<file path="src/rtl/cic_pkg.sv">
package cic_pkg;

    // Number of interrupt sources taking part in the priority pick (1 to 8).
    localparam int NUM_SOURCES = 5;

    localparam int SRC_W = 3;
    localparam int VEC_W = 7;

    // Event kinds carried on the input stream.
    typedef enum logic [2:0] {
        MODE_CHECK     = 3'd0,
        MODE_REQUEST   = 3'd1,
        MODE_ENABLE    = 3'd2,
        MODE_DISABLE   = 3'd3,
        MODE_HALT_ARM  = 3'd4,
        MODE_HALT_QRY  = 3'd5,
        MODE_WR_MASK   = 3'd6,
        MODE_WR_FLAGS  = 3'd7
    } mode_t;

    // Delayed-enable schedule loads.
    localparam logic [4:0] SCHED_DELAY_EN  = 5'h12;
    localparam logic [4:0] SCHED_DELAY_DIS = 5'h02;
    localparam logic [4:0] SCHED_RESET     = 5'h01;

    localparam logic [7:0] FLAGS_RESET = 8'hE1;
    localparam logic [7:0] MASK_RESET  = 8'h00;

    localparam logic [VEC_W-1:0] VEC_BASE     = 7'h40;
    localparam logic [SRC_W-1:0] JOYPAD_INDEX = 3'd4;

    typedef struct packed {
        mode_t       mode;
        logic        instant;
        logic [2:0]  source;
        logic [15:0] program_counter;
        logic [7:0]  write_value;
    } item_t;

    typedef struct packed {
        logic             pending;
        logic             serviced;
        logic [VEC_W-1:0] vector;
        logic [SRC_W-1:0] chosen_source;
        logic             joypad_wake;
        logic             halt_bug;
        logic [7:0]       mask_now;
        logic [7:0]       flags_now;
        logic             master_now;
    } result_t;

    typedef struct packed {
        logic        master_enable;
        logic [4:0]  enable_schedule;
        logic [7:0]  enable_mask;
        logic [7:0]  request_flags;
        logic        halt_latched;
        logic [15:0] halt_address;
    } ctl_state_t;

endpackage

</file>
<file path="src/rtl/cic_pick.sv">
module cic_pick
    import cic_pkg::*;
(
    input  logic [7:0]       active,
    output logic             found,
    output logic [SRC_W-1:0] index
);

    // Lowest enabled source wins: scan from the top so the lowest hit lands last.
    always_comb
    begin
        found = 1'b0;
        index = '0;
        for (int i = NUM_SOURCES - 1; i >= 0; i--)
        begin
            if (active[i])
            begin
                found = 1'b1;
                index = SRC_W'(i);
            end
        end
    end

endmodule

</file>
<file path="src/rtl/cic_step.sv">
module cic_step
    import cic_pkg::*;
(
    input  item_t      item,
    input  ctl_state_t cur,
    output ctl_state_t nxt,
    output result_t    res
);

    logic [7:0]       active;
    logic             found;
    logic [SRC_W-1:0] index;
    logic [4:0]       sched_dec;
    logic             me_tick;
    logic [4:0]       sched_tick;

    assign active = cur.enable_mask & cur.request_flags;

    cic_pick u_pick
    (
        .active (active),
        .found  (found),
        .index  (index)
    );

    // Advance the delayed-enable schedule by one check.
    always_comb
    begin
        sched_dec  = cur.enable_schedule - 5'd1;
        me_tick    = cur.master_enable;
        sched_tick = cur.enable_schedule;
        if (cur.enable_schedule != 5'd0)
        begin
            if (sched_dec[3:0] == 4'd0)
            begin
                me_tick    = sched_dec[4];
                sched_tick = 5'd0;
            end
            else
            begin
                sched_tick = sched_dec;
            end
        end
    end

    always_comb
    begin
        nxt = cur;
        res = '0;
        case (item.mode)
            MODE_CHECK:
            begin
                nxt.enable_schedule = sched_tick;
                nxt.master_enable   = me_tick;
                if (found)
                begin
                    res.pending       = 1'b1;
                    res.chosen_source = index;
                    res.vector        = VEC_BASE + VEC_W'({index, 3'b000});
                    res.joypad_wake   = (index == JOYPAD_INDEX);
                    res.serviced      = me_tick;
                    if (me_tick)
                    begin
                        nxt.master_enable = 1'b0;
                        nxt.request_flags = cur.request_flags & ~(8'd1 << index);
                    end
                end
            end
            MODE_REQUEST:
            begin
                if ({1'b0, item.source} < 4'(NUM_SOURCES))
                begin
                    nxt.request_flags = cur.request_flags | (8'd1 << item.source);
                end
            end
            MODE_ENABLE:
            begin
                nxt.master_enable   = item.instant;
                nxt.enable_schedule = item.instant ? 5'd0 : SCHED_DELAY_EN;
            end
            MODE_DISABLE:
            begin
                if (item.instant)
                begin
                    nxt.master_enable   = 1'b0;
                    nxt.enable_schedule = 5'd0;
                end
                else
                begin
                    nxt.enable_schedule = SCHED_DELAY_DIS;
                end
            end
            MODE_HALT_ARM:
            begin
                if ((active != 8'd0) && !cur.master_enable)
                begin
                    nxt.halt_latched = 1'b1;
                    nxt.halt_address = item.program_counter;
                end
                else
                begin
                    nxt.halt_latched = 1'b0;
                end
            end
            MODE_HALT_QRY:
            begin
                if (cur.halt_latched && (item.program_counter == cur.halt_address))
                begin
                    res.halt_bug     = 1'b1;
                    nxt.halt_latched = 1'b0;
                end
            end
            MODE_WR_MASK:
            begin
                nxt.enable_mask = item.write_value;
            end
            MODE_WR_FLAGS:
            begin
                nxt.request_flags = item.write_value;
            end
            default:
            begin
                nxt = cur;
            end
        endcase
        res.mask_now   = nxt.enable_mask;
        res.flags_now  = nxt.request_flags;
        res.master_now = nxt.master_enable;
    end

endmodule

</file>
<file path="src/rtl/cpu_interrupt_controller_core.sv">
// Fixed-priority interrupt controller for an emulated CPU. Each input transfer
// is one CPU event (kind in s_tuser): instruction-boundary check, interrupt
// request, enable or disable of the master enable (instant, or delayed through
// a small schedule that counts checks), halt-bug arm and query, and writes of
// the enable mask and request flag bytes. A check picks the lowest source whose
// mask and request bits are both set and reports vector 0x40 + 8 * index; when
// the master enable, after the check's schedule step, is set the call is taken,
// clearing that request bit and the master enable. Every event yields exactly
// one output transfer carrying the pick, the halt-bug flag and the mask, flags
// and master enable after the event. The path from input transfer to output
// valid is one input register, then the event logic and controller state
// update in a single pass into the output register. One event is taken every
// cycle while the output side is not stalled; the state update feeds straight
// back for the next event, and the output register keeps accepting while a
// result is held as long as the downstream side takes it.
// After reset: master enable set, schedule armed so the first check clears the
// master enable, mask 0x00, flags 0xE1, halt latch clear.
module cpu_interrupt_controller_core
    import cic_pkg::*;
(
    input  logic        clk,
    input  logic        rst_n,

    input  logic        s_tvalid,
    output logic        s_tready,
    // [0] instant, [3:1] source, [19:4] program_counter, [27:20] write_value,
    // [31:28] zero
    input  logic [31:0] s_tdata,
    // [2:0] mode
    input  logic [2:0]  s_tuser,

    output logic        m_tvalid,
    input  logic        m_tready,
    // [0] pending, [1] serviced, [8:2] vector, [11:9] chosen_source,
    // [12] joypad_wake, [13] halt_bug, [21:14] mask_now, [29:22] flags_now,
    // [30] master_now, [31] zero
    output logic [31:0] m_tdata
);

    item_t      in_reg;
    logic       in_valid_reg;
    result_t    out_reg;
    logic       out_valid_reg;
    ctl_state_t state_reg;

    ctl_state_t state_next;
    result_t    res_next;
    logic       advance;
    logic       in_xfer;

    // Output register frees up when empty or when its transfer completes.
    assign advance  = !out_valid_reg || m_tready;
    assign s_tready = !in_valid_reg || advance;
    assign in_xfer  = s_tvalid && s_tready;

    cic_step u_step
    (
        .item (in_reg),
        .cur  (state_reg),
        .nxt  (state_next),
        .res  (res_next)
    );

    // Hold the event until the output register can take its result.
    always_ff @(posedge clk or negedge rst_n)
    begin
        if (!rst_n)
        begin
            in_valid_reg <= 1'b0;
        end
        else if (s_tready)
        begin
            in_valid_reg <= s_tvalid;
        end
    end

    always_ff @(posedge clk)
    begin
        if (in_xfer)
        begin
            in_reg.mode            <= mode_t'(s_tuser);
            in_reg.instant         <= s_tdata[0];
            in_reg.source          <= s_tdata[3:1];
            in_reg.program_counter <= s_tdata[19:4];
            in_reg.write_value     <= s_tdata[27:20];
        end
    end

    // Commit controller state only when the event's result moves into the output register.
    always_ff @(posedge clk or negedge rst_n)
    begin
        if (!rst_n)
        begin
            state_reg.master_enable   <= 1'b1;
            state_reg.enable_schedule <= SCHED_RESET;
            state_reg.enable_mask     <= MASK_RESET;
            state_reg.request_flags   <= FLAGS_RESET;
            state_reg.halt_latched    <= 1'b0;
            state_reg.halt_address    <= 16'h0000;
            out_valid_reg             <= 1'b0;
        end
        else if (advance)
        begin
            out_valid_reg <= in_valid_reg;
            if (in_valid_reg)
            begin
                state_reg <= state_next;
            end
        end
    end

    always_ff @(posedge clk)
    begin
        if (advance && in_valid_reg)
        begin
            out_reg <= res_next;
        end
    end

    assign m_tvalid = out_valid_reg;
    assign m_tdata  = {1'b0, out_reg.master_now, out_reg.flags_now, out_reg.mask_now,
                       out_reg.halt_bug, out_reg.joypad_wake, out_reg.chosen_source,
                       out_reg.vector, out_reg.serviced, out_reg.pending};

endmodule
</file>
<file path="config.mk">
export PLATFORM = sky130hd
export DESIGN_NAME = cpu_interrupt_controller_core
export DESIGN_NICKNAME = d
export VERILOG_FILES = /design/src/rtl/cic_pkg.sv /design/src/rtl/cic_pick.sv /design/src/rtl/cic_step.sv /design/src/rtl/cpu_interrupt_controller_core.sv
export SDC_FILE = /design/constraint.sdc
export NUM_CORES = 1
export LEC_CHECK = 0
export ABC_AREA = 1
export BUFFER_PORTS_ARGS = -buffer_cell sky130_fd_sc_hd__buf_2
export CORE_MARGIN = 3
export CORE_UTILIZATION = 30
export CTS_CLUSTER_SIZE = 8
export DETAILED_ROUTE_END_ITERATION = 8
export PLACE_DENSITY = 0.5
export SETUP_SLACK_MARGIN = 0.4
export SKIP_CTS_REPAIR_TIMING = 1
export SLEW_MARGIN = 10
export SYNTH_ARGS = -nofsm -noshare
export SYNTH_HDL_FRONTEND = slang
export SYNTH_SLANG_ARGS = --single-unit
</file>
<file path="constraint.sdc">
create_clock -name clk -period 4.4 [get_ports clk]
set_input_delay 0.88 -clock clk [delete_from_list [all_inputs] [get_ports clk]]
set_output_delay 0.88 -clock clk [all_outputs]
set_load 0.02 [all_outputs]
</file>
==> results.toml <==
[route]
vias = 3193
drtPass1Iterations = 4
via_per_inst = 4.447
final_antenna_net_count = 0
wl_microns = 9123
drcViolationCount = 0
wire_per_inst_microns = 12.71
drtIter0Drc = 169

[clock_network]
root_buffer = "clkbuf_16"
clkTransAtPathRegs_ns = 0.06
htree_levels = 3
clk_latency_ns = 0.35
numCtsBuffers = 9
cts_tree = "done"
clk_path_buf_depth = 2
clock_sinks = 97

[die]
start_util_pct = 30.88
core-area_sq_um = 14640
die_area_sq_um = 16580
num_rows = 44
die_x_microns = 128.8
fp.dieH_microns = 128.8
ioPinCount = 73

[final_layout]
n_fill_cell = 1466
largest_reg_flops = 39
final_area_sq_um = 5286
syn_to_final_growth_pct = 16.91
postLayoutCoreUtil_pct = 36.10
layout-drive-gt1-share_pct = 22.28
antenna_cells = 0
nets = 570

[critical_path]
path_class = "input pin to primary output"
cp.required_ns = 3.52
critical_path_peak_fanout = 3
start_kind = "input pin"
cp-end-kind = "primary output"
critical_path_arrival_ns = 1.32

[yosys]
synth_ff_type = "edfxtp_1"
synth_area_per_cell_sq_um = 9.724
synth_area_sq_um = 4522
ys_seq_area_share_pct = 60.04
synthCells = 465
synth_cell_types = 36
synth_seq_cells = 97
ys_async_sr_fraction_pct = 42.27
yosysWarnings = 0
synth_edf_count = 56

[grt]
grt_overflow = 0
grt_pass1_wl_microns = 14970
gr-usage-all-layers_pct = 11.68
antenna_found_initial = 0
grt_pass1_vias = 3117
grt_max_degree = 55

[power_and_ir_drop]
power_density_nw_per_um2 = 587.4
p_total_uw = 3105
leakage_uw = 0.002360
ir_worst_vdd_uv = 272.0

[sta]
min_period_over_period_pct = 49.95
finalHoldViolCount = 0
slew_violations = 0
clock_skew_ns = 0.01193
slew_headroom_pct = 32.21
tightestPinTransition_ns = 1.017
holdWs_ns = 0.4997
post-route-min-period_ns = 2.198
grt_setup_unrepaired = "false"
clock.fmax_ghz = 0.4550
setup_viol = 0
finalSetupTns_ns = 0

[hold_path]
hold_path_class = "register to register"

[placed_design]
place_area_sq_um = 4972
portBuffers = 64
gp_congestion = 0.8551
hpwl_microns = 6530

[flow_run]
drv_cap = 0

[run_status]
outcome = "completed"
==> cells in the mapped netlist (2+ instances only) <==
cell / instances / area (sq um)
a21oi_1: 19 / 95.09
buf_2: 2 / 10.01
buf_4: 9 / 67.56
buf_6: 4 / 45.04
dfrtp_1: 35 / 875.8
dfstp_2: 6 / 157.7
edfxtp_1: 56 / 1682
ha_1: 2 / 25.02
inv_1: 70 / 262.8
inv_2: 3 / 11.26
nand2_1: 103 / 386.6
nand2_2: 5 / 31.28
nand3_1: 29 / 145.1
nand4_1: 10 / 62.56
nor2_1: 39 / 146.4
nor2_4: 4 / 45.04
nor3_1: 5 / 25.02
nor4_1: 3 / 18.77
o21ai_0: 26 / 130.1
o21ai_2: 16 / 140.1
xnor2_1: 3 / 26.28
xor2_1: 2 / 17.52
==> where the power goes <==
group	internal, uW	total [uW]	switching (uW)
registers	1250	1410	160
logic	300	855	554
clock network	499	837	338
total	2050	3110	1050
==> kinds of logic (layout without fill, tap and decap cells) <==
logic type	Yosys count	count (layout)	share of synthesized area, %
xor gates and xnor gates	5	5	0.9686
adders and majority gates	2	2	0.5533
other	1	4	0.08293
AOI/OAI and AO/OA	68	68	9.408
DFF	97	97	60.04
buffers and inverters	89	155	8.854
and+or+nand+nor	203	203	20.09
==> layout make-up <==
class                   instances  area (sq um)  share of cell area [%]
repair buffers                 66         335.3                   6.343
clock inverters                 5         81.33                   1.538
well taps                     184         230.2                   4.355
clock buffers                  11         232.7                   4.402
flip-flops and latches         97          2715                   51.36
inverters                      73         274.0                   5.183
multi-input cells             282          1418                   26.82
==> layer usage <==
metal | vias to the layer above | part of all wire [%] | global-route usage (%)
li1 | 1642 | - | -
met1 | 1463 | 45 | 14.28
met2 | 71 | 49 | 19.51
met3 | 17 | 4.9 | 3.279
met4 | 0 | 1.8 | 4.694
met5 | - | 0 | 0
==> final timing paths <==
kind / end / startpoint / slack (ns) / cells past startpoint
hold / removal: state_reg[8]$_DFFE_PN0P_ / state_reg[8]$_DFFE_PN0P_ / 0.50 / 2
setup / recovery: s_tready / m_tready / 2.20 / 4
min in group asynchronous: state_reg[4]$_DFFE_PN0P_ / rst_n / 0.71 / 1
setup reg to reg: m_tdata[26]$_DFFE_PP_ / state_reg[33]$_DFFE_PN1P_ / 2.46 / 10
hold reg to reg: state_reg[8]$_DFFE_PN0P_ / state_reg[8]$_DFFE_PN0P_ / 0.50 / 2
max in group asynchronous: state_reg[11]$_DFFE_PN0P_ / rst_n / 3.06 / 1
==> through the flow <==
| step | cells | setup WS [ns] |
|---|---|---|
| floorplan | 468 | 2.160 |
| finish | 718 | 2.202 |
| CTS | 718 | 2.194 |
| global route | 718 | 2.157 |
| detailed placement | 702 | 2.074 |
| global placement | 702 | 2.101 |
==> worst max-delay path, cell delays in order <==
cell and delay [ns]:
buf_2 0.09, inv_1 0.06, nand3_1 0.10, buf_2 0.18
==> cell usage in the layout (no fill, tap or decap), drive strengths merged, types with 3 or more instances in the layout <==
cell    synthesis  layout
nand4          10      10
nor3            6       6
clkbuf          1      11
edfxtp         56      56
nand2         108     108
dfrtp          35      35
dfstp           6       6
xnor2           3       3
conb            1       4
nor4            3       3
inv            73      73
nand3          30      30
buf            15      66
o21ai          42      42
a21oi          19      19
nor2           44      44
(Power assumes the default switching activity.)
